File: config.mk
export PLATFORM = sky130hd
export DESIGN_NAME = lcm_cost
export DESIGN_NICKNAME = d
export VERILOG_FILES = /design/src/hdl/lcm_pkg.sv /design/src/hdl/lcm_cost.sv
export SDC_FILE = /design/constraint.sdc
export NUM_CORES = 1
export LEC_CHECK = 0
export BUFFER_PORTS_ARGS = -buffer_cell sky130_fd_sc_hd__buf_2
export CAP_MARGIN = 15
export CORE_AREA = 3 3 123 125
export DETAILED_ROUTE_END_ITERATION = 7
export DIE_AREA = 0 0 126 128
export HOLD_SLACK_MARGIN = 0.12
export PLACE_DENSITY = 0.8
export RECOVER_POWER = 100
export SYNTH_ARGS = -nofsm -noshare
export SYNTH_HDL_FRONTEND = slang
export SYNTH_SLANG_ARGS = --single-unit
File: constraint.sdc
create_clock -name clk -period 13.25 [get_ports clk]
set_input_delay 2.65 -clock clk [delete_from_list [all_inputs] [get_ports clk]]
set_output_delay 2.65 -clock clk [all_outputs]
set_load 0.02 [all_outputs]
File: src/hdl/lcm_pkg.sv
// ----------------------------------------------------------------------------
// lcm_pkg: shared types and constants of the cut merge unit
// Field widths, the transaction structs of both channels and the payload
// structs that travel between the pipeline stages.
// ----------------------------------------------------------------------------
package lcm_pkg;

  // Cut geometry.
  localparam int MAX_LEAVES   = 5;
  localparam int LEAF_ID_BITS = 12;
  localparam int LEVEL_BITS   = 8;
  localparam int AREA_BITS    = 12;

  // Derived widths.
  localparam int CNT_W      = 3;
  localparam int LUT_SIZE_W = 3;
  localparam int ROOT_W     = 4;
  localparam int IDS_W      = MAX_LEAVES * LEAF_ID_BITS;
  localparam int LEVS_W     = MAX_LEAVES * LEVEL_BITS;
  localparam int AREAS_W    = MAX_LEAVES * AREA_BITS;
  localparam int TRUTH_W    = 1 << MAX_LEAVES;
  localparam int M_W        = $clog2(2 * MAX_LEAVES + 1);
  localparam int POS_W      = $clog2(2 * MAX_LEAVES);
  localparam int SEL_W      = $clog2(MAX_LEAVES);
  localparam int SUM_W      = AREA_BITS + $clog2(MAX_LEAVES + 1);

  localparam logic [LUT_SIZE_W-1:0] LUT_SIZE_RESET = LUT_SIZE_W'(4);
  localparam logic [CNT_W-1:0]      MAX_CNT        = CNT_W'(MAX_LEAVES);
  localparam logic [LEVEL_BITS-1:0] LEVEL_MAX      = {LEVEL_BITS{1'b1}};
  localparam logic [AREA_BITS-1:0]  AREA_MAX       = {AREA_BITS{1'b1}};

  // Per-leaf vectors; entry i sits at bit i times the entry width.
  typedef logic [MAX_LEAVES-1:0][LEAF_ID_BITS-1:0] id_vec_t;
  typedef logic [MAX_LEAVES-1:0][LEVEL_BITS-1:0]   lev_vec_t;
  typedef logic [MAX_LEAVES-1:0][AREA_BITS-1:0]    area_vec_t;
  typedef logic [MAX_LEAVES-1:0][POS_W-1:0]        pos_vec_t;
  typedef logic [MAX_LEAVES-1:0][MAX_LEAVES-1:0]   eq_mat_t;

  // Input transaction.
  typedef struct packed {
    logic [IDS_W-1:0]   a_leaf_ids;
    logic [CNT_W-1:0]   a_leaf_count;
    logic [TRUTH_W-1:0] a_truth;
    logic [LEVS_W-1:0]  a_leaf_levels;
    logic [AREAS_W-1:0] a_leaf_areas;
    logic [IDS_W-1:0]   b_leaf_ids;
    logic [CNT_W-1:0]   b_leaf_count;
    logic [TRUTH_W-1:0] b_truth;
    logic [LEVS_W-1:0]  b_leaf_levels;
    logic [AREAS_W-1:0] b_leaf_areas;
    logic [ROOT_W-1:0]  root_function;
  } in_item_t;

  // Result transaction.
  typedef struct packed {
    logic               cut_valid;
    logic [IDS_W-1:0]   merged_leaf_ids;
    logic [M_W-1:0]     merged_count;
    logic [TRUTH_W-1:0] merged_truth;
    logic [LEVEL_BITS-1:0] cut_level;
    logic [AREA_BITS-1:0]  cut_area;
  } out_item_t;

  // After leaf id comparison.
  typedef struct packed {
    id_vec_t            a_ids;
    id_vec_t            b_ids;
    lev_vec_t           a_lev;
    lev_vec_t           b_lev;
    area_vec_t          a_area;
    area_vec_t          b_area;
    logic [TRUTH_W-1:0] a_truth;
    logic [TRUTH_W-1:0] b_truth;
    logic [ROOT_W-1:0]  root;
    logic [MAX_LEAVES-1:0] a_en;
    logic [MAX_LEAVES-1:0] b_en;
    eq_mat_t            a_eq_a;
    eq_mat_t            b_eq_a;
    eq_mat_t            b_eq_b;
  } s1_t;

  // After merged position assignment.
  typedef struct packed {
    id_vec_t            a_ids;
    id_vec_t            b_ids;
    lev_vec_t           a_lev;
    lev_vec_t           b_lev;
    area_vec_t          a_area;
    area_vec_t          b_area;
    logic [TRUTH_W-1:0] a_truth;
    logic [TRUTH_W-1:0] b_truth;
    logic [ROOT_W-1:0]  root;
    logic [MAX_LEAVES-1:0] a_en;
    logic [MAX_LEAVES-1:0] b_en;
    logic [MAX_LEAVES-1:0] a_new;
    logic [MAX_LEAVES-1:0] b_new;
    pos_vec_t           a_pos;
    pos_vec_t           b_pos;
    logic [M_W-1:0]     m;
    logic               cut_valid;
  } s2_t;

  // After compaction and truth table composition.
  typedef struct packed {
    id_vec_t            ids;
    lev_vec_t           lev;
    area_vec_t          area;
    logic [TRUTH_W-1:0] truth;
    logic [M_W-1:0]     m;
    logic               cut_valid;
  } s3_t;

endpackage

File: src/hdl/lcm_cost.sv
// ----------------------------------------------------------------------------
// lcm_cost: level and area stage
// Takes the largest leaf level and the sum of leaf areas, adds one with
// saturation, and registers the finished result transaction.
// ----------------------------------------------------------------------------
module lcm_cost (
  input  logic               clk,
  input  logic               rst_n,
  input  logic               up_valid,
  output logic               up_ready,
  input  lcm_pkg::s3_t       up_data,
  output logic               dn_valid,
  input  logic               dn_ready,
  output lcm_pkg::out_item_t dn_data
);
  import lcm_pkg::*;

  logic                  valid_r;
  out_item_t             data_r;
  out_item_t             data_nxt;
  logic [LEVEL_BITS-1:0] lev_max;
  logic [SUM_W-1:0]      area_sum;

  // Empty slots hold zero, so they add nothing to the max or the sum.
  always_comb begin
    lev_max  = '0;
    area_sum = '0;
    for (int k = 0; k < MAX_LEAVES; k++) begin
      if (up_data.lev[k] > lev_max) begin
        lev_max = up_data.lev[k];
      end
      area_sum = area_sum + SUM_W'(up_data.area[k]);
    end
  end

  // Saturating plus one; invalid cuts report zero cost.
  always_comb begin
    data_nxt.cut_valid       = up_data.cut_valid;
    data_nxt.merged_leaf_ids = up_data.ids;
    data_nxt.merged_count    = up_data.m;
    data_nxt.merged_truth    = up_data.truth;
    data_nxt.cut_level       = '0;
    data_nxt.cut_area        = '0;
    if (up_data.cut_valid) begin
      data_nxt.cut_level = (lev_max == LEVEL_MAX) ? LEVEL_MAX : lev_max + LEVEL_BITS'(1);
      data_nxt.cut_area  = (area_sum >= SUM_W'(AREA_MAX)) ? AREA_MAX :
                           AREA_BITS'(area_sum) + AREA_BITS'(1);
    end
  end

  // Output register handshake.
  assign up_ready = !valid_r || dn_ready;
  assign dn_valid = valid_r;
  assign dn_data  = data_r;

  always_ff @(posedge clk) begin
    if (!rst_n) begin
      valid_r <= 1'b0;
    end else if (up_ready) begin
      valid_r <= up_valid;
    end
  end

  always_ff @(posedge clk) begin
    if (up_ready && up_valid) begin
      data_r <= data_nxt;
    end
  end

endmodule

# ---- Word-level counts from Yosys, hierarchy flattened
# Index checks and enable logic that the tools add are counted.
dict set report op_classes {
  order_cmp 6
  reduce_logical 3
  eq_ne 1
  addsub 6
  muxes 7
}
# cell n
set op_table {}
lappend op_table {{8-bit two-way mux} 6}
lappend op_table {{8-bit > comparator} 4}
lappend op_table {{14-bit by 12-bit adder with 15-bit output} 1}
lappend op_table {{15-bit by 12-bit adder with 15-bit output} 1}
lappend op_table {{15-bit by 12-bit greater-or-equal comparator with 1-bit output, second input constant} 1}
lappend op_table {{13-bit by 12-bit adder with 14-bit output} 1}
lappend op_table {{12-bit by 12-bit adder with 13-bit output} 1}
lappend op_table {{12-bit by 1-bit adder with 12-bit output, second input constant} 1}
lappend op_table {{12-bit two-way mux} 1}
lappend op_table {{8-bit by 1-bit adder with 8-bit output, second input constant} 1}
lappend op_table {{8-bit == test, second input constant} 1}
lappend op_table {{8-bit by 1-bit > comparator with 1-bit output, second input constant} 1}
lappend op_table {{1-bit logical AND} 1}
lappend op_table {{1-bit logical NOT} 1}
lappend op_table {{1-bit logical OR} 1}
dict set report word_totals {
  regBits 118
  output_inout_bits 119
}

# ---- Logic depth before layout (Yosys ltp)
# Gate-level depths: netlist (run 1).
dict set report logic_depth {
  depth_word 12
  depth_mapped 41
  depth_no_buf 40
}

# ---- Least setup slack after synthesis (run 1)
# Ideal clock, no wire load.
dict set report synth_path {
  path_kind {input -> register}
  from {input up_data[102] (netlist bit)}
  to {register data_r, in the netlist dn_data[15] (data pin)}
  t_required_ps 12991
  setup_time_ps 259
  cell_stages 39
  arrival_time_ps 9577
  setup_slack_ps 3414
  path_buffers 2
  cell_sequence {inv_1 > ha_1 > a211o_1 > o211ai_2 > nand2b_4 > o21ai_4 > mux2i_1 > ha_1 > nor2b_1 > o211ai_1 > a21oi_1 > o21ai_2 > clkbuf_1 > nor2_1 > a21o_1 > ha_1 > nand4_1 > or2_1 > (+3 left out) > a31o_2 > o221ai_1 > a21boi_0 > ha_1 > nor2b_1 > o21a_1 > o21a_1 > o21ai_0 > a21oi_1 > buf_2 > a31oi_1 > a21o_1 > inv_1 > ha_1 > and2_1 > o21a_1 > o2111a_1 > a211o_1}
}
dict set report synth_via {
  elab_chain_len 12
  elab_cells_between_ends 13
  cone_classes {add/sub: 1; order compare: 5; eq/ne: 1; mux: 6}
}
# item line_no
set synth_rtl {}
lappend synth_rtl {{from (decl)} lcm_cost.sv:11} ;# input lcm_pkg::s3_t up_data,
lappend synth_rtl {{8-bit by 1-bit > comparator with 1-bit output} lcm_cost.sv:29} ;# if (up_data.lev[k] > lev_max) begin
lappend synth_rtl {{8-bit two-way mux *} lcm_cost.sv:29}
lappend synth_rtl {{8-bit > comparator} lcm_cost.sv:29}
lappend synth_rtl {{8-bit two-way mux *} lcm_cost.sv:29}
lappend synth_rtl {{8-bit > comparator} lcm_cost.sv:29}
lappend synth_rtl {{8-bit two-way mux *} lcm_cost.sv:29}
lappend synth_rtl {{8-bit > comparator} lcm_cost.sv:29}
lappend synth_rtl {{8-bit two-way mux *} lcm_cost.sv:29}
lappend synth_rtl {{8-bit > comparator} lcm_cost.sv:29}
lappend synth_rtl {{8-bit two-way mux *} lcm_cost.sv:29}
lappend synth_rtl {{8-bit by 1-bit adder with 8-bit output / 8-bit == test (equally long branches)} lcm_cost.sv:45} ;# data_nxt.cut_level = (lev_max == LEVEL_MAX) ? LEVEL_MAX : lev_max + LEVEL_BITS'(1);
lappend synth_rtl {{8-bit two-way mux *} lcm_cost.sv:45}
lappend synth_rtl {{to (signal assigned)} lcm_cost.sv:66} ;# data_r <= data_nxt;
lappend synth_rtl {{to (decl)} lcm_cost.sv:19} ;# out_item_t data_r;
# Mark *: on every way between the ends. The rest lies on a longest branch, timed or not.
# A chain may end at the register's enable or synchronous reset.

# ---- Final worst setup path (run 1)
# Ends and elaborated chain as after synthesis.

==> results.json, run 1 <==
{
  "root_buffer": "clkbuf_16",
  "dp.final_hpwl_mm": 16.1,
  "nFillCells": 1175,
  "fin_area_um2": 8980,
  "synth_top_area_share_pct": 52.2,
  "ys_seq_area_share_pct": 52.5,
  "critPathMostFrequentCell": "ha_1",
  "power_mw": 1.59,
  "post-route-min-period_ps": 11180,
  "hold_viol": 0,
  "grt_max_degree": 79,
  "slowest_stage": "a31oi_1",
  "synth-edff-count": 117,
  "dp_slack_ps": 2030,
  "first_pass_iters": 5,
  "clk_pin_slew_ps": 60,
  "violations": "max-capacitance violations, max-slew violations",
  "critPathRequiredTime_ps": 13390,
  "hp-class": "flop to flop",
  "crit_type": "primary input to flop",
  "cts_inserted_buffers": 17,
  "routed-via-count": 5431,
  "rsz0062_at_grt": "false",
  "ys.flop_type": "edfxtp_1",
  "irDropWorstVdd_uv": 105,
  "max_slew.worst_pin.slew_ps": 4000,
  "grt_pass1_vias": 5308,
  "slew_headroom_pct": -167,
  "ys_top_cells_by_area": "edfxtp_1 (52%), fa_1 (10%), ha_1 (8.9%)",
  "grt_pass1_wl_mm": 28.3,
  "async_flop_share_pct": 0,
  "place.gp.congestion": 0.905,
  "cts_buffer_depth": 2,
  "antenna_found_initial": 5,
  "tns_ps": 0,
  "area_growth_pct": 33.4,
  "yosysTopAreaCell": "edfxtp_1",
  "ys_warn_count": 0,
  "p_leak_nw": 3.78,
  "postCtsSetupRepairBufs": 0,
  "netlist_instances": 501,
  "drc_errors": 0,
  "nets": 1116,
  "cts_tree": "built",
  "hold_buffers": 0,
  "synth_nets": 785,
  "drive_above_1_share_pct": 28.5,
  "synth.avg_cell_area_um2": 13.4,
  "die_height_um": 128,
  "routed_wl_mm": 19.4,
  "clk_latency_ps": 400,
  "status": "finished, violations left",
  "layout_setup_ws_ps": 2070,
  "cp_max_fo": 19,
  "initial_core_util_pct": 48.1,
  "fin_skew_ps": 10.2,
  "io_pins": 320,
  "cp_slowest_stage_delay_ps": 760,
  "cp-end-kind": "flop",
  "die_area_um2": 16100,
  "die_x_um": 126,
  "grt.overflow.total": 0,
  "std_cell_rows": 43,
  "setup_viol": 0,
  "worst_hold_slack_ps": 586,
  "synth.distinct_cells": 68,
  "start_kind": "primary input",
  "grt_usage_pct": 22.9,
  "io_buffers": 319,
  "cts_resized": 0,
  "crit_arrival_ps": 11330,
  "post_drt_wl_per_cell_um": 18.8,
  "core_area_um2": 14000,
  "cts-htree-levels": 4,
  "numClockSinks": 118,
  "synth-seq-cells": 118,
  "ant_nets": 0,
  "max_clock_freq_mhz": 89.4,
  "finalMaxSlewViolations": 120,
  "period_share_pct": 84.4,
  "dpl-instance-area_um2": 8520,
  "drt_iter0_drc": 339,
  "avgViaCountPerCell": 5.27,
  "netlist_area_um2": 6730,
  "powerDensity_nw_per_um2": 177,
  "cap_violations": 2
}
cells in the final DEF (no fill, tap or decap), types with 12 or more instances in the layout:
| master | count |
|---|---|
| buf_2 | 192 |
| clkbuf_1 | 129 |
| edfxtp_1 | 117 |
| ha_1 | 48 |
| fa_1 | 35 |
| a21oi_1 | 31 |
| inv_1 | 31 |
| nor2_1 | 26 |
| nand2_1 | 21 |
| clkbuf_16 | 17 |
| a21o_1 | 15 |
| o21a_1 | 15 |
| o21ai_0 | 12 |
per-layer routing:
metal	wire length, µm	global-route usage [%]	vias to the layer above
met2	10100	40.4	227
met5	0	0	-
met4	426	6.62	0
met1	7460	28.3	2596
met3	1380	5.46	28
li1	-	-	2580
final cells by class:
type,count,area (µm²),share of cell area (%)
inverter,31,116,1.30
antenna,5,12.5,0.139
multi-input combinational,344,3020,33.7
clock buffer,18,429,4.78
sequential,118,3530,39.4
clock inverter,14,199,2.22
timing repair buffer,320,1440,16.1
tap,180,225,2.51
flip-flops by register name, summed over array words and instances (netlist names):
signal	flops
dn_valid	1
dn_data	117
synth_stat cells (6+ instances only):
master	count
a21o_1	15
a21oi_1	31
a31oi_1	9
and2_1	9
edfxtp_1	117
fa_1	35
ha_1	48
inv_1	31
mux2i_1	8
nand2_1	21
nand3_1	11
nand4_1	9
nor2_1	26
nor2b_1	6
o21a_1	15
o21ai_0	12
xnor2_1	8
where the power goes:
part / leakage, nW / total [mW] / internal (mW) / switching (mW)
Combinational: 2.33 / 0.644 / 0.251 / 0.393
Sequential: 1.14 / 0.469 / 0.460 / 0.00965
Clock: 0.306 / 0.481 / 0.317 / 0.163
Total: 3.78 / 1.59 / 1.03 / 0.566
final timing paths:
check	from	to	slack, ps	depth (start not counted)
worst min register to register	dn_valid$_SDFFE_PN0N_	dn_valid$_SDFFE_PN0N_	590	2
worst max register to register	dn_valid$_SDFFE_PN0N_	dn_data[91]$_DFFE_PP_	7460	3
worst max-delay path	up_data[102]	dn_data[15]$_SDFFCE_PN0P_	2070	38
worst min-delay path	dn_valid$_SDFFE_PN0N_	dn_valid$_SDFFE_PN0N_	590	2
cell families (layout without fill, tap and decap cells):
| family | after synthesis | after routing | share of synthesized area [%] |
|---|---|---|---|
| flip-flops | 118 | 118 | 52.5 |
| AND/OR/NAND/NOR | 111 | 111 | 8.70 |
| XOR/XNOR | 12 | 12 | 1.56 |
| buffers and inverters | 39 | 383 | 2.36 |
| other | 0 | 5 | 0 |
| AO/OA/AOI/OAI | 129 | 129 | 14.1 |
| adder cells (fa/ha/maj) | 83 | 83 | 19.3 |
| multiplexers | 9 | 9 | 1.41 |
critical path: cells and delay by family:
kind / cells / cell delay (ps)
AO/OA/AOI/OAI: 17 / 4800
AND/OR/NAND/NOR: 10 / 1510
adder cells (fa/ha/maj): 5 / 1380
multiplexers: 2 / 630
buffers and inverters: 4 / 360
stage by stage:
step           instances  utilization (%)
3_5_place_dp         993             60.9
4_1_cts             1025             65.4
2_1_floorplan        501                -
5_1_grt             1030             64.2
3_3_place_gp         993             60.9
6_report            1030             64.2
Power figures use the tool's default switching activity.
==> inputs of run 2 (changes only) <==
--- a/config.mk
+++ b/config.mk
@@ -7,11 +7,11 @@
 export LEC_CHECK = 0
 export BUFFER_PORTS_ARGS = -buffer_cell sky130_fd_sc_hd__buf_2
 export CAP_MARGIN = 15
-export CORE_AREA = 3 3 123 125
+export CORE_MARGIN = 3
+export CORE_UTILIZATION = 43
 export DETAILED_ROUTE_END_ITERATION = 7
-export DIE_AREA = 0 0 126 128
 export HOLD_SLACK_MARGIN = 0.12
-export PLACE_DENSITY = 0.8
+export PLACE_DENSITY = 0.77
 export RECOVER_POWER = 100
 export SYNTH_ARGS = -nofsm -noshare
 export SYNTH_HDL_FRONTEND = slang
==> constraint.sdc (replaced) <==
create_clock -name clk -period 9.2 [get_ports clk]
set_input_delay 1.84 -clock clk [delete_from_list [all_inputs] [get_ports clk]]
set_output_delay 1.84 -clock clk [all_outputs]
set_load 0.02 [all_outputs]
==> results.json, run 2 (synthesized netlist as in run 1, its figures left out) <==
{
  "gr-usage-met1_pct": 25.1,
  "cts_tree": "built",
  "antenna_found_initial": 7,
  "grt_pass1_vias": 5605,
  "met2_usage_pct": 39.5,
  "final_cell_mix": "buf_2 (198), clkbuf_1 (122), edfxtp_1 (117)",
  "first_pass_iters": 5,
  "setup_viol": 0,
  "tns_ps": 0,
  "io_buffers": 319,
  "start_kind": "primary input",
  "initial_core_util_pct": 44.1,
  "cts_inserted_buffers": 17,
  "final_common_cell": "buf_2",
  "internal-power_mw": 1.53,
  "routed-via-count": 5541,
  "slowest_stage": "or2_2",
  "max_clock_freq_mhz": 114,
  "die_x_um": 131,
  "status": "finished, violations left",
  "powerDensity_nw_per_um2": 255,
  "nets": 1149,
  "post-route-min-period_ps": 8750,
  "dp.final_hpwl_mm": 15.6,
  "worst-path-buf-inv": 9,
  "grt.busiest_layer": "met2",
  "crit_type": "primary input to flop",
  "grt_usage_pct": 21.7,
  "cts-htree-levels": 4,
  "combPwrFrac_pct": 42.9,
  "irDropWorstVdd_uv": 124,
  "cp_slowest_stage_delay_ps": 340,
  "grt_pass1_wl_mm": 29.0,
  "drc_errors": 0,
  "power_switching_mw": 0.847,
  "fin_skew_ps": 10.2,
  "slew_headroom_pct": -123,
  "clkPwrFrac_pct": 28.7,
  "use_met3_pct": 4.79,
  "routed_wl_mm": 19.0,
  "die_area_um2": 17200,
  "avgViaCountPerCell": 5.05,
  "clk_pin_slew_ps": 60,
  "drive_above_1_share_pct": 33.3,
  "p_leak_nw": 3.95,
  "crit_arrival_ps": 8900,
  "place.gp.congestion": 0.850,
  "ant_nets": 0,
  "drt_iter0_drc": 268,
  "power_mw": 2.38,
  "path_delay_family": "compound AO/OA/AOI/OAI gates",
  "p_seq_share_pct": 28.4,
  "critPathRequiredTime_ps": 9350,
  "cp_max_fo": 19,
  "std_cell_rows": 45,
  "cts_buffer_depth": 2,
  "root_buffer": "clkbuf_16",
  "max_slew.worst_pin.slew_ps": 3340,
  "period_share_pct": 95.2,
  "violations": "max-capacitance violations, max-slew violations",
  "cp-end-kind": "flop",
  "cap_violations": 2,
  "hp-class": "flop to flop",
  "grt_max_degree": 67,
  "critPathMostFrequentCell": "ha_1",
  "area_growth_pct": 38.7,
  "clk_latency_ps": 400,
  "grt.overflow.total": 0,
  "switching_share_pct": 35.6,
  "core_area_um2": 15300,
  "post_drt_wl_per_cell_um": 17.3,
  "io_pins": 320,
  "finalMaxSlewViolations": 120,
  "numClockSinks": 118,
  "largest_reg_flops": 117,
  "die_height_um": 131,
  "hold_viol": 0,
  "hold_buffers": 0
}
run 2: changes by cell type in the layout (fill, tap and decap cells not counted), moves of 3 or more:
cell      previous run  this run
diode_2              5         8
mux2i_1              8         5
o21ai_1              2         5
o21ai_0             12         9
buf_2              192       198
buf_4                0        32
mux2i_2              0         3
clkbuf_1           129       122
run 2: final timing paths:
kind                    startpoint                         to  slack, ps  cells after the start
min          dn_valid$_SDFFE_PN0N_      dn_valid$_SDFFE_PN0N_        580                      2
min reg2reg  dn_valid$_SDFFE_PN0N_      dn_valid$_SDFFE_PN0N_        580                      2
max reg2reg  dn_valid$_SDFFE_PN0N_      dn_data[51]$_DFFE_PP_       3390                      3
max                   up_data[102]  dn_data[15]$_SDFFCE_PN0P_        450                     41
run 2: timing repair:
| action | in CTS | in global routing |
|---|---|---|
| setup endpoints to repair | 0 | 8 |
| buffers inserted | 0 | 6 |
| hold endpoints to repair | 0 | 0 |
| resized for setup | 0 | 12 |
run 2: layout make-up:
cell class	count	area (µm²)
inverters	31	116
clock buffers	17	425
fillers	1337	5920
flip-flops and latches	118	3530
clock inverters	15	190
repair buffers	353	1710
diodes	8	20.0
well taps	211	264
multi-input cells	344	3080
run 2: metrics by stage:
step / cell area [µm²] / hold WS, ps / util, % / setup WS [ps] / std cells
2_1_floorplan: 6730 / 750 / - / 174 / 501
3_3_place_gp: 8770 / 535 / 57.5 / 106 / 1051
3_5_place_dp: 8770 / 575 / 57.5 / -118 / 1051
4_1_cts: 9390 / 583 / 61.5 / 321 / 1083
5_1_grt: 9340 / 628 / 61.2 / -40.1 / 1097
6_report: 9340 / 577 / 61.2 / 446 / 1097
run 2: power groups by stage:
stage	Clock, mW	Combinational, mW	Sequential (mW)
6_report	0.683	1.02	0.675
5_1_grt	0.719	1.15	0.680
4_1_cts	0.697	1.01	0.671
3_5_place_dp	0	1.01	0.682
3_3_place_gp	0	0.993	0.680
2_1_floorplan	0	0.631	0.748
run 2: metal layers:
layer	part of all wire, %	vias to the layer above
met4	1.8	0
met5	0	-
met1	38	2669
li1	-	2654
met2	54	197
met3	5.8	21
run 2: tightest hold or removal path, cell delays in order, from the launching register on:
cell,delay [ps]
dfxtp_1,310
nand2b_1,110
a21boi_0,100
