$ cat src/hdl/lcm_pkg.sv
// ----------------------------------------------------------------------------
// lcm_pkg: shared types and constants of the cut merge unit
// Field widths, the transaction structs of both channels and the payload
// structs that travel between the pipeline stages.
// ----------------------------------------------------------------------------
package lcm_pkg;

  // Cut geometry.
  localparam int MAX_LEAVES   = 5;
  localparam int LEAF_ID_BITS = 12;
  localparam int LEVEL_BITS   = 8;
  localparam int AREA_BITS    = 12;

  // Derived widths.
  localparam int CNT_W      = 3;
  localparam int LUT_SIZE_W = 3;
  localparam int ROOT_W     = 4;
  localparam int IDS_W      = MAX_LEAVES * LEAF_ID_BITS;
  localparam int LEVS_W     = MAX_LEAVES * LEVEL_BITS;
  localparam int AREAS_W    = MAX_LEAVES * AREA_BITS;
  localparam int TRUTH_W    = 1 << MAX_LEAVES;
  localparam int M_W        = $clog2(2 * MAX_LEAVES + 1);
  localparam int POS_W      = $clog2(2 * MAX_LEAVES);
  localparam int SEL_W      = $clog2(MAX_LEAVES);
  localparam int SUM_W      = AREA_BITS + $clog2(MAX_LEAVES + 1);

  localparam logic [LUT_SIZE_W-1:0] LUT_SIZE_RESET = LUT_SIZE_W'(4);
  localparam logic [CNT_W-1:0]      MAX_CNT        = CNT_W'(MAX_LEAVES);
  localparam logic [LEVEL_BITS-1:0] LEVEL_MAX      = {LEVEL_BITS{1'b1}};
  localparam logic [AREA_BITS-1:0]  AREA_MAX       = {AREA_BITS{1'b1}};

  // Per-leaf vectors; entry i sits at bit i times the entry width.
  typedef logic [MAX_LEAVES-1:0][LEAF_ID_BITS-1:0] id_vec_t;
  typedef logic [MAX_LEAVES-1:0][LEVEL_BITS-1:0]   lev_vec_t;
  typedef logic [MAX_LEAVES-1:0][AREA_BITS-1:0]    area_vec_t;
  typedef logic [MAX_LEAVES-1:0][POS_W-1:0]        pos_vec_t;
  typedef logic [MAX_LEAVES-1:0][MAX_LEAVES-1:0]   eq_mat_t;

  // Input transaction.
  typedef struct packed {
    logic [IDS_W-1:0]   a_leaf_ids;
    logic [CNT_W-1:0]   a_leaf_count;
    logic [TRUTH_W-1:0] a_truth;
    logic [LEVS_W-1:0]  a_leaf_levels;
    logic [AREAS_W-1:0] a_leaf_areas;
    logic [IDS_W-1:0]   b_leaf_ids;
    logic [CNT_W-1:0]   b_leaf_count;
    logic [TRUTH_W-1:0] b_truth;
    logic [LEVS_W-1:0]  b_leaf_levels;
    logic [AREAS_W-1:0] b_leaf_areas;
    logic [ROOT_W-1:0]  root_function;
  } in_item_t;

  // Result transaction.
  typedef struct packed {
    logic               cut_valid;
    logic [IDS_W-1:0]   merged_leaf_ids;
    logic [M_W-1:0]     merged_count;
    logic [TRUTH_W-1:0] merged_truth;
    logic [LEVEL_BITS-1:0] cut_level;
    logic [AREA_BITS-1:0]  cut_area;
  } out_item_t;

  // After leaf id comparison.
  typedef struct packed {
    id_vec_t            a_ids;
    id_vec_t            b_ids;
    lev_vec_t           a_lev;
    lev_vec_t           b_lev;
    area_vec_t          a_area;
    area_vec_t          b_area;
    logic [TRUTH_W-1:0] a_truth;
    logic [TRUTH_W-1:0] b_truth;
    logic [ROOT_W-1:0]  root;
    logic [MAX_LEAVES-1:0] a_en;
    logic [MAX_LEAVES-1:0] b_en;
    eq_mat_t            a_eq_a;
    eq_mat_t            b_eq_a;
    eq_mat_t            b_eq_b;
  } s1_t;

  // After merged position assignment.
  typedef struct packed {
    id_vec_t            a_ids;
    id_vec_t            b_ids;
    lev_vec_t           a_lev;
    lev_vec_t           b_lev;
    area_vec_t          a_area;
    area_vec_t          b_area;
    logic [TRUTH_W-1:0] a_truth;
    logic [TRUTH_W-1:0] b_truth;
    logic [ROOT_W-1:0]  root;
    logic [MAX_LEAVES-1:0] a_en;
    logic [MAX_LEAVES-1:0] b_en;
    logic [MAX_LEAVES-1:0] a_new;
    logic [MAX_LEAVES-1:0] b_new;
    pos_vec_t           a_pos;
    pos_vec_t           b_pos;
    logic [M_W-1:0]     m;
    logic               cut_valid;
  } s2_t;

  // After compaction and truth table composition.
  typedef struct packed {
    id_vec_t            ids;
    lev_vec_t           lev;
    area_vec_t          area;
    logic [TRUTH_W-1:0] truth;
    logic [M_W-1:0]     m;
    logic               cut_valid;
  } s3_t;

endpackage

$ cat src/hdl/lcm_match.sv
// ----------------------------------------------------------------------------
// lcm_match: leaf id comparison stage
// Clamps the leaf counts and compares every pair of leaf ids that the merge
// needs, registering the equality matrices with the transaction.
// ----------------------------------------------------------------------------
module lcm_match (
  input  logic              clk,
  input  logic              rst_n,
  input  logic              up_valid,
  output logic              up_ready,
  input  lcm_pkg::in_item_t up_data,
  output logic              dn_valid,
  input  logic              dn_ready,
  output lcm_pkg::s1_t      dn_data
);
  import lcm_pkg::*;

  logic             valid_r;
  s1_t              data_r;
  s1_t              data_nxt;
  logic [CNT_W-1:0] cnt_a;
  logic [CNT_W-1:0] cnt_b;

  // Counts above the leaf limit act as the limit.
  assign cnt_a = (up_data.a_leaf_count > MAX_CNT) ? MAX_CNT : up_data.a_leaf_count;
  assign cnt_b = (up_data.b_leaf_count > MAX_CNT) ? MAX_CNT : up_data.b_leaf_count;

  // Leaf enables and pairwise id equality.
  always_comb begin
    data_nxt.a_ids   = up_data.a_leaf_ids;
    data_nxt.b_ids   = up_data.b_leaf_ids;
    data_nxt.a_lev   = up_data.a_leaf_levels;
    data_nxt.b_lev   = up_data.b_leaf_levels;
    data_nxt.a_area  = up_data.a_leaf_areas;
    data_nxt.b_area  = up_data.b_leaf_areas;
    data_nxt.a_truth = up_data.a_truth;
    data_nxt.b_truth = up_data.b_truth;
    data_nxt.root    = up_data.root_function;
    for (int j = 0; j < MAX_LEAVES; j++) begin
      data_nxt.a_en[j] = CNT_W'(j) < cnt_a;
      data_nxt.b_en[j] = CNT_W'(j) < cnt_b;
    end
    for (int j = 0; j < MAX_LEAVES; j++) begin
      for (int k = 0; k < MAX_LEAVES; k++) begin
        data_nxt.a_eq_a[j][k] = (k < j) && data_nxt.a_en[j] && data_nxt.a_en[k] &&
                                (data_nxt.a_ids[j] == data_nxt.a_ids[k]);
        data_nxt.b_eq_a[j][k] = data_nxt.b_en[j] && data_nxt.a_en[k] &&
                                (data_nxt.b_ids[j] == data_nxt.a_ids[k]);
        data_nxt.b_eq_b[j][k] = (k < j) && data_nxt.b_en[j] && data_nxt.b_en[k] &&
                                (data_nxt.b_ids[j] == data_nxt.b_ids[k]);
      end
    end
  end

  // Stage handshake.
  assign up_ready = !valid_r || dn_ready;
  assign dn_valid = valid_r;
  assign dn_data  = data_r;

  always_ff @(posedge clk) begin
    if (!rst_n) begin
      valid_r <= 1'b0;
    end else if (up_ready) begin
      valid_r <= up_valid;
    end
  end

  always_ff @(posedge clk) begin
    if (up_ready && up_valid) begin
      data_r <= data_nxt;
    end
  end

endmodule

$ cat config.mk
export PLATFORM = sky130hd
export DESIGN_NAME = lcm_match
export DESIGN_NICKNAME = d
export VERILOG_FILES = /design/src/hdl/lcm_pkg.sv /design/src/hdl/lcm_match.sv
export SDC_FILE = /design/constraint.sdc
export NUM_CORES = 1
export LEC_CHECK = 0
export BUFFER_PORTS_ARGS = -buffer_cell sky130_fd_sc_hd__buf_2
export CAP_MARGIN = 30
export CORE_AREA = 2 2 340 342
export CTS_CLUSTER_SIZE = 40
export DETAILED_ROUTE_END_ITERATION = 8
export DIE_AREA = 0 0 342 344
export GPL_ROUTABILITY_DRIVEN = 1
export MAX_ROUTING_LAYER = met4
export PLACE_DENSITY = 0.48
export SYNTH_ARGS = -nofsm -noshare
export SYNTH_HDL_FRONTEND = slang
export SYNTH_SLANG_ARGS = --single-unit
$ cat constraint.sdc
create_clock -name clk -period 13.9 [get_ports clk]
set_input_delay 0.695 -clock clk [delete_from_list [all_inputs] [get_ports clk]]
set_output_delay 0.695 -clock clk [all_outputs]
set_load 0.02 [all_outputs]
After elaboration in Yosys (flattened, before gate mapping):

Index checks and enable logic that the tools add are counted.

* logic and storage cells: 201
* bits in registers: 444
* output and inout port bits: 475
* bits of input ports: 398

* muxes and demuxes: 2
* eq/ne operators: 45
* reductions and logical operators: 93
* magnitude comparators: 12

Operator list (number)
* $eq 12x12->1: 45
* $logic_and 1x1->1: 91
* $lt 1x3->1 const A: 4
* $lt 2x3->1 const A: 4
* $gt 3x3->1 const B: 2
* $lt 3x3->1 const A: 2
* $mux 3: 2
* $logic_not 1->1: 1
* $logic_or 1x1->1: 1

Longest topological paths before layout:

Gate-level depths: netlist of run 1.

* depth after elaboration: 5
* gate-level depth with buffers: 5
* gate-level depth less buffers: 4

Worst setup path after synthesis of run 1:

OpenSTA, ideal clock, no wires.

* path type: input-to-reg
* from: input dn_ready
* to: register data_r (netlist bit dn_data[100]), enable pin
* arrival time: 10.994 ns
* data required time: 13.037 ns
* library setup time: 0.863 ns
* path slack: 2.043 ns
* path buffers: 0
* cell stages on the path: 2
* path through: nand2b_1 and2_1

* word-level cells in the longest chain between the ends: 2

Ends and longest elaborated chain
* start: declaration: RTL line lcm_match.sv:13 `input logic dn_ready,`
* $logic_or 1x1->1: RTL line lcm_match.sv:56 `assign up_ready = !valid_r || dn_ready;`
* $logic_and 1x1->1: RTL line lcm_match.sv:69 `if (up_ready && up_valid) begin`
* end signal: assignment: RTL line lcm_match.sv:70 `data_r <= data_nxt;`
* end: declaration: RTL line lcm_match.sv:19 `s1_t data_r;`

No other way between the ends.
A chain may end at the register's enable or synchronous reset.

Worst setup path in the final report of run 1:

* from: register valid_r, in the netlist dn_valid
* to: register data_r (netlist bit dn_data[230]), enable pin

* word-level cells in the longest chain between the ends: 3

Ends and longest elaborated chain
* start: declaration: RTL line lcm_match.sv:18 `logic valid_r;`
* start signal: assignment: RTL line lcm_match.sv:64 `valid_r <= up_valid;`
* $logic_not 1->1: RTL line lcm_match.sv:56
* $logic_or 1x1->1: RTL line lcm_match.sv:56
* $logic_and 1x1->1: RTL line lcm_match.sv:69

No other way between the ends.

==> results.cfg, run 1 <==
[floorplan]
fp-row-count = 124
die_w_um = 342
die_area_sq_um = 118000
ios = 873
core_area_sq_um = 114000
fp.dieH_um = 344
start_util_pct = 18.1

[finish]
nNetsFinal = 2553
regArea_sq_um = 13300
layout-drive-gt1-share_pct = 43.1
fin_area_sq_um = 27800
mostFrequentLayoutCell = buf_2
multiInputGateArea_sq_um = 6190
final_cell_mix = 842 x buf_2, 443 x edfxtp_1, 374 x xnor2_1
layout.cells.non_filler = 3750
nFillCells = 12200
syn2layout_area_growth_pct = 35.0

[worst_setup_path]
slowest_delay_ns = 0.76
r2r-start = dn_valid$_SDFFE_PN0N_
reg2reg_depth = 6
critPathLaunch = dn_valid$_SDFFE_PN0N_
path_class = reg2reg
cp.required_ns = 14.22
start_kind = flop
end_kind = flop
path_depth = 6
crit_path_max_fanout = 76
path_buf_inv = 4
slowest_stage = buf_4
cp_top_family = buffers and inverters
crit_chain = nand2b_1 > and2_4 > buf_4 > buf_4 > buf_4 > buf_16
arrival_ns = 4.01
cp_common_cell = buf_4

[timing]
max_clock_freq_mhz = 271
grt_setup_unrepaired = no
max_slew_margin_pct = 36.4
tightest_slew_ns = 0.954
finalHoldViolations = 0
period_share_pct = 26.6
finalClockSkew_ns = 0.0120
worst_slack_ns = 10.21
fin_crit_ns = 3.69
hold_slack_ns = 0.191
slew_viol_final = 0
finalSetupTns_ns = 0
setup_viol = 0

[cts]
holdBufCountCts = 0
cts_made_buffers = 57
htree_levels = 2
cts.path.max_buffers = 3
post_cts_buffers = 0
cts_root_buf = clkbuf_16
numClockSinks = 444
clk_pin_slew_ns = 0.06
clock_latency_ns = 0.67
cts_tree = built
cts_resized = 0

[pwr]
vdd_drop_max_v = 0.0000951
power.leakage_nw = 10.4
pwr_density_cell_nw_per_um2 = 135

[detailed_routing]
vias_per_cell = 4.04
post_drt_wl_per_cell_um = 32.6
antenna_left = 0
drc = 0
drt-pass1-iter-count = 5
drt_iter0_markers = 1135
wl_um = 122000
vias = 15200

[synth]
synth_area_sq_um = 20600
synth_seq_cells = 444
synthCells = 1372
seq_area_frac_synth_pct = 64.7
synth.avg_cell_area_sq_um = 15.0
synthXorXnorAreaFrac_pct = 23.0
ys_types = 26
synth_fa_ha_area_share_pct = 0
synth_top_area_share_pct = 64.6
synth_compound_area_share_pct = 0.213
synth_area_leaders = edfxtp_1 65%, xnor2_1 16%, xor2_1 7.1%
yosysWarnings = 0
yosys.area_share.simple_pct = 6.31
synth_top_family_by_area = XOR/XNOR gates
synth_area_leader_cell = edfxtp_1
synth.mux.area_fraction_pct = 0

[grt]
grt_pass1_vias = 14300
grt_antenna_before_repair = 104
grtUsageTotal_pct = 20.5
grt_pass1_wl_um = 152000
overflow = 0
grt_max_degree = 80

[worst_hold_path]
hp-class = in2reg
hold_depth = 1
hold_start = up_data[1]

[placement]
hpwl_um = 93600
place.gp.congestion = 0.865
place_inst = 3607
portBuffers = 842
dpl_cell_area_sq_um = 25700
pre_cts_slack_ns = 9.31

[status]
status = finished clean

[run]
cap_violations = 0
cells in the mapped netlist:
master and count:
dfxtp_1 1, or3_1 2, inv_1 5, nor3_1 16, nor4_2 5, nand4_1 83, o211ai_1 1, xor2_1 166
a21oi_1 2, clkbuf_1 7, buf_2 64, nand2b_1 1, buf_4 49, nand3_1 32, o2111ai_1 1, buf_8 5
xnor2_1 374, conb_1 1, or2_2 2, nand2_1 12, o21ai_1 2, and2_1 1, buf_6 33, nor4_1 63
edfxtp_1 443, a21boi_0 1
cell type report:
| cell class | count | area share, % |
|---|---|---|
| clock buffer | 64 | 5.30 |
| clock inverter | 40 | 1.67 |
| inverter | 5 | 0.0675 |
| timing repair buffer | 853 | 15.6 |
| antenna | 38 | 0.342 |
| sequential | 444 | 47.9 |
| tap | 1512 | 6.81 |
| multi-input combinational | 794 | 22.3 |
path summary, 6_finish.rpt:
path / end / slack, ns
worst max-delay path: dn_data[230]$_DFFE_PP_ / 10.21
worst min-delay path: dn_data[86]$_DFFE_PP_ / 0.19
worst max register to register: dn_data[230]$_DFFE_PP_ / 10.21
worst min register to register: dn_valid$_SDFFE_PN0N_ / 0.63
per-stage QoR:
step                      total power [W]  utilization (%)
after floorplan                   0.00200                -
after global placement            0.00221             22.6
after detailed placement          0.00222             22.6
after CTS                         0.00381             24.3
after global routing              0.00388             24.4
final                             0.00375             24.4
logic make-up (layout without fill, tap and decap cells):
logic type | Yosys count | after routing
XOR/XNOR | 540 | 540
other | 1 | 68
AND/OR/NAND/NOR | 217 | 217
AO/OA/AOI/OAI | 7 | 7
buffers and inverters | 163 | 962
flip-flops | 444 | 444
power breakdown:
group	switching (W)	leakage [nW]	total [W]	internal (W)
logic	0.000413	5.13	0.000599	0.000186
clock network	0.000649	0.930	0.00156	0.000911
registers	0.0000204	4.30	0.00159	0.00157
total	0.00108	10.4	0.00375	0.00266
registers in the layout (all words and copies together), names as in the netlist:
register	flops
dn_valid	1
dn_data	443
worst reg2reg max path, stage by stage (launching register included):
cell and delay, ns:
dfxtp_1 0.31, nand2b_1 0.15, and2_4 0.72, buf_4 0.66, buf_4 0.78, buf_4 0.34, buf_16 0.31
layer usage:
layer	track usage (%)	vias to the layer above	wire length (um)
met2	34.4	903	60100
met1	23.1	7588	45900
met3	7.86	234	13500
met5	-	-	0
li1	-	6434	-
met4	4.54	0	2860
No activity file was read; power rests on OpenSTA's default activity.
==> run 2: changes to the inputs <==
Clock period 13.9 ns to 3.56 ns, I/O delays scaled along.
==> results.cfg, run 2 (synthesized netlist as in run 1, its figures left out) <==
[finish]
final_cell_mix = 842 x buf_2, 443 x edfxtp_1, 378 x dlygate4sd3_1
layout.cells.non_filler = 4136
mostFrequentLayoutCell = buf_2
fin_area_sq_um = 31700
syn2layout_area_growth_pct = 53.9
nNetsFinal = 2948
nFillCells = 11900
largest_reg_flops = 443
layout-drive-gt1-share_pct = 37.2

[grt]
grtUsageTotal_pct = 20.6
overflow = 0
grt_antenna_before_repair = 51
grt_pass1_vias = 16600
grt_max_degree = 94
grt_pass1_wl_um = 157000

[floorplan]
start_util_pct = 18.1
fp-row-count = 124
core_area_sq_um = 114000
die_w_um = 342
fp.dieH_um = 344
ios = 873
die_area_sq_um = 118000

[worst_hold_path]
hp-class = in2reg
hold_start = up_data[149]
hold_depth = 1
whs_endpoint = dn_data[363]$_DFFE_PP_

[placement]
portBuffers = 842
place.gp.congestion = 0.883
place_inst = 3624
dpl_cell_area_sq_um = 25900
pre_cts_slack_ns = 1.65
hpwl_um = 93600

[timing]
slew_viol_final = 0
max_slew_margin_pct = 32.7
setup_viol = 0
tightest_slew_ns = 1.00
period_share_pct = 54.4
grt_setup_unrepaired = no
finalClockSkew_ns = 0.0242
max_clock_freq_mhz = 516
finalHoldViolations = 0
hold_slack_ns = 0.0381
fin_crit_ns = 1.94
worst_slack_ns = 1.62

[worst_setup_path]
rr_endpoint = dn_data[467]$_DFFE_PP_
rrSetupSlack_ns = 1.62
r2r-start = dn_valid$_SDFFE_PN0N_
slowest_stage = buf_4
path_class = reg2reg
reg2reg_depth = 3
crit_path_max_fanout = 46
crit_chain = nand2b_4 > and2_4 > buf_4
end_kind = flop
slowest_delay_ns = 0.61
start_kind = flop
cp.required_ns = 3.85
arrival_ns = 2.22

[cts]
cts_made_buffers = 58
cts.path.max_buffers = 3
numClockSinks = 444
clk_pin_slew_ns = 0.06
post_cts_buffers = 0
cts_root_buf = clkbuf_16
clock_latency_ns = 0.68
cts_tree = built
htree_levels = 2

[detailed_routing]
vias = 16600
vias_per_cell = 4.02
wl_um = 123000
drt_iter0_markers = 1198
drc = 0
drt-pass1-iter-count = 5
antenna_left = 0
post_drt_wl_per_cell_um = 29.7

[pwr]
power.leakage_nw = 12.0
vdd_drop_max_v = 0.000375
pwr_density_cell_nw_per_um2 = 470

[status]
status = finished clean

[run]
cap_violations = 0
==> run 2: cell type report <==
class | count | area (sq um) | share of cell area (%)
multi-input combinational | 794 | 6190 | 19.6
sequential | 444 | 13300 | 42.1
antenna | 27 | 67.6 | 0.213
tap | 1512 | 1890 | 5.97
clock inverter | 40 | 415 | 1.31
timing repair buffer | 1247 | 8280 | 26.1
clock buffer | 67 | 1490 | 4.69
inverter | 5 | 18.8 | 0.0593
==> run 2: metrics by stage <==
step           TNS (ns)  power, W  utilization, %
6_report              0    0.0149            27.8
5_1_grt               0    0.0155            27.8
4_1_cts               0    0.0151            27.7
3_5_place_dp          0   0.00870            22.8
3_3_place_gp          0   0.00869            22.8
2_1_floorplan   -200.79   0.00770               -
==> run 2: worst max-delay path by stage <==
| stage | from | end | slack (ns) | cells past startpoint |
|---|---|---|---|---|
| 2_1_floorplan | dn_valid$_SDFFE_PN0N_ | dn_data[100]$_DFFE_PP_ | -0.45 | 2 |
| 3_3_place_gp | up_data[333] | dn_data[42]$_DFFE_PP_ | 1.57 | 5 |
| 3_5_place_dp | dn_valid$_SDFFE_PN0N_ | dn_data[377]$_DFFE_PP_ | 1.65 | 3 |
| 4_1_cts | dn_valid$_SDFFE_PN0N_ | dn_data[467]$_DFFE_PP_ | 1.60 | 3 |
| 5_1_grt | dn_valid$_SDFFE_PN0N_ | dn_data[467]$_DFFE_PP_ | 1.50 | 3 |
| 6_report | dn_valid$_SDFFE_PN0N_ | dn_data[467]$_DFFE_PP_ | 1.62 | 3 |
==> run 2: repair_timing <==
item | in CTS | in global routing
resized for setup | 0 | 0
hold buffers | 374 | 4
endpoints found under the hold margin | 378 | 4
==> run 2: critical path: cells and delay by family, from the launching register on <==
kind                   cells  cell delay [ns]
AND/OR/NAND/NOR            2             0.55
flip-flops                 1             0.35
buffers and inverters      1             0.61
==> run 2: per-layer routing <==
metal | vias up | share of wire [%] | global-route usage [%]
li1 | 7204 | - | -
met1 | 8266 | 38 | 23.5
met2 | 933 | 49 | 34.5
met3 | 207 | 10 | 7.20
met4 | 0 | 2.8 | 5.11
met5 | - | 0 | -
==> run 2: where the power goes <==
part	total [W]	internal [W]	switching (W)
registers	0.00621	0.00611	0.0000982
clock network	0.00595	0.00338	0.00257
logic	0.00274	0.00102	0.00172
==> run 3: changes to the inputs <==
Clock period 3.56 ns to 1.8 ns, I/O delays scaled along.
==> results.cfg, run 3 (synthesized netlist as in run 1, its figures left out) <==
[detailed_routing]
vias_per_cell = 4.06
met2_length_um = 62300
antenna_left = 0
drt_iter0_markers = 1321
wl_met1_um = 48000
drt-pass1-iter-count = 6
top_layer_used = met4
drc = 0
post_drt_wl_per_cell_um = 29.5
wl_met3_um = 12100
wl_um = 126000
vias = 17400

[worst_setup_path]
rr_endpoint = dn_data[369]$_DFFE_PP_
cp.required_ns = 2.21
path_class = in2reg
reg2reg_depth = 4
rrSetupSlack_ns = 0.30
start_kind = primary input
crit_path_max_fanout = 9
arrival_ns = 2.08
end_kind = flop
r2r-start = dn_valid$_SDFFE_PN0N_

[finish]
layout-drive-gt1-share_pct = 40.5
mostFrequentLayoutCell = buf_2
largest_reg_flops = 443
nNetsFinal = 3093
syn2layout_area_growth_pct = 60.0
final_cell_mix = 842 x buf_2, 443 x edfxtp_1, 383 x dlygate4sd3_1

[floorplan]
start_util_pct = 18.1
core_area_sq_um = 114000
die_w_um = 342
ios = 873
fp.dieH_um = 344
die_area_sq_um = 118000
fp-row-count = 124

[grt]
grt_antenna_before_repair = 62
grt_max_degree = 50
overflow = 0
grt_pass1_vias = 17500
grt_pass1_wl_um = 162000
grtUsageTotal_pct = 21.2

[cts]
holdBufCountCts = 380
cts_made_buffers = 57
numClockSinks = 444
cts_resized = 0
htree_levels = 2
clock_latency_ns = 0.66
clk_pin_slew_ns = 0.06
cts_root_buf = clkbuf_16
post_cts_buffers = 0
cts.path.max_buffers = 3
cts_tree = built

[worst_hold_path]
hold_depth = 2
hold_start = up_data[388]
hp-class = in2reg
whs_endpoint = dn_data[467]$_DFFE_PP_

[timing]
hold_slack_ns = 0.0451
finalHoldViolations = 0
fin_crit_ns = 1.67
max_clock_freq_mhz = 597
setup_viol = 0
grt_setup_unrepaired = no
slew_viol_final = 0
period_share_pct = 93.0
finalClockSkew_ns = 0.0170
tightest_slew_ns = 0.647
max_slew_margin_pct = 56.8

[pwr]
pwr_density_cell_nw_per_um2 = 904
p_total_w = 0.0298
vdd_drop_max_v = 0.000605
power.leakage_nw = 12.8

[status]
status = finished clean

[placement]
hpwl_um = 100000
place.gp.congestion = 0.904
portBuffers = 842

[run]
cap_violations = 0
run 3: changes by cell type in the layout (fill, tap and decap cells not counted), moves of 3 or more:
cell	before	now
clkinvlp_4	4	7
inv_6	5	1
buf_4	21	149
dlygate4sd3_1	378	383
clkinv_1	12	7
buf_12	6	19
clkinv_2	7	13
run 3: how the worst max path moves through the flow:
stage               depth (start not counted)                endpoint             startpoint
finish                                      6   dn_data[70]$_DFFE_PP_           up_data[340]
global route                                6   dn_data[71]$_DFFE_PP_           up_data[385]
CTS                                         6   dn_data[70]$_DFFE_PP_           up_data[340]
detailed placement                          5   dn_data[70]$_DFFE_PP_           up_data[340]
global placement                            5   dn_data[70]$_DFFE_PP_           up_data[340]
floorplan                                   2  dn_data[100]$_DFFE_PP_  dn_valid$_SDFFE_PN0N_
run 3: per-layer routing:
metal,vias up,global-route usage [%]
met4,0,6.03
met5,-,-
li1,7508,-
met3,229,6.92
met1,8652,23.9
met2,975,35.8
run 3: worst max-delay path, cell delays in order:
cell and delay, ns:
dlygate4sd3_1 0.54, buf_2 0.43, xor2_1 0.14, nor4_1 0.30, nand4_1 0.14, nor4_1 0.43
run 3: metrics by stage:
stage / worst slack, ns / area [sq um] / std cells / TNS [ns] / util [%]
floorplan: -2.21 / 20700 / 1401 / -980.47 / -
global placement: 0.0229 / 27100 / 3765 / 0 / 23.8
detailed placement: 0.0602 / 27100 / 3765 / 0 / 23.8
CTS: 0.153 / 32800 / 4251 / 0 / 28.8
global route: 0.0809 / 32900 / 4275 / 0 / 28.9
finish: 0.125 / 32900 / 4282 / 0 / 28.9
run 3: layout make-up:
type                            count  area [sq um]
Tap cell                         1512          1890
Timing Repair Buffer             1393          9550
Clock inverter                     39           395
Antenna cell                       28          70.1
Fill cell                       11800         81000
Sequential cell                   444         13300
Multi-Input combinational cell    794          6190
Clock buffer                       67          1490
Inverter                            5          18.8
run 3: power breakdown:
group	switching (W)	leakage, nW	internal (W)
combinational	0.00353	7.57	0.00226
clock	0.00495	0.907	0.00678
sequential	0.000187	4.30	0.0121
total	0.00866	12.8	0.0211
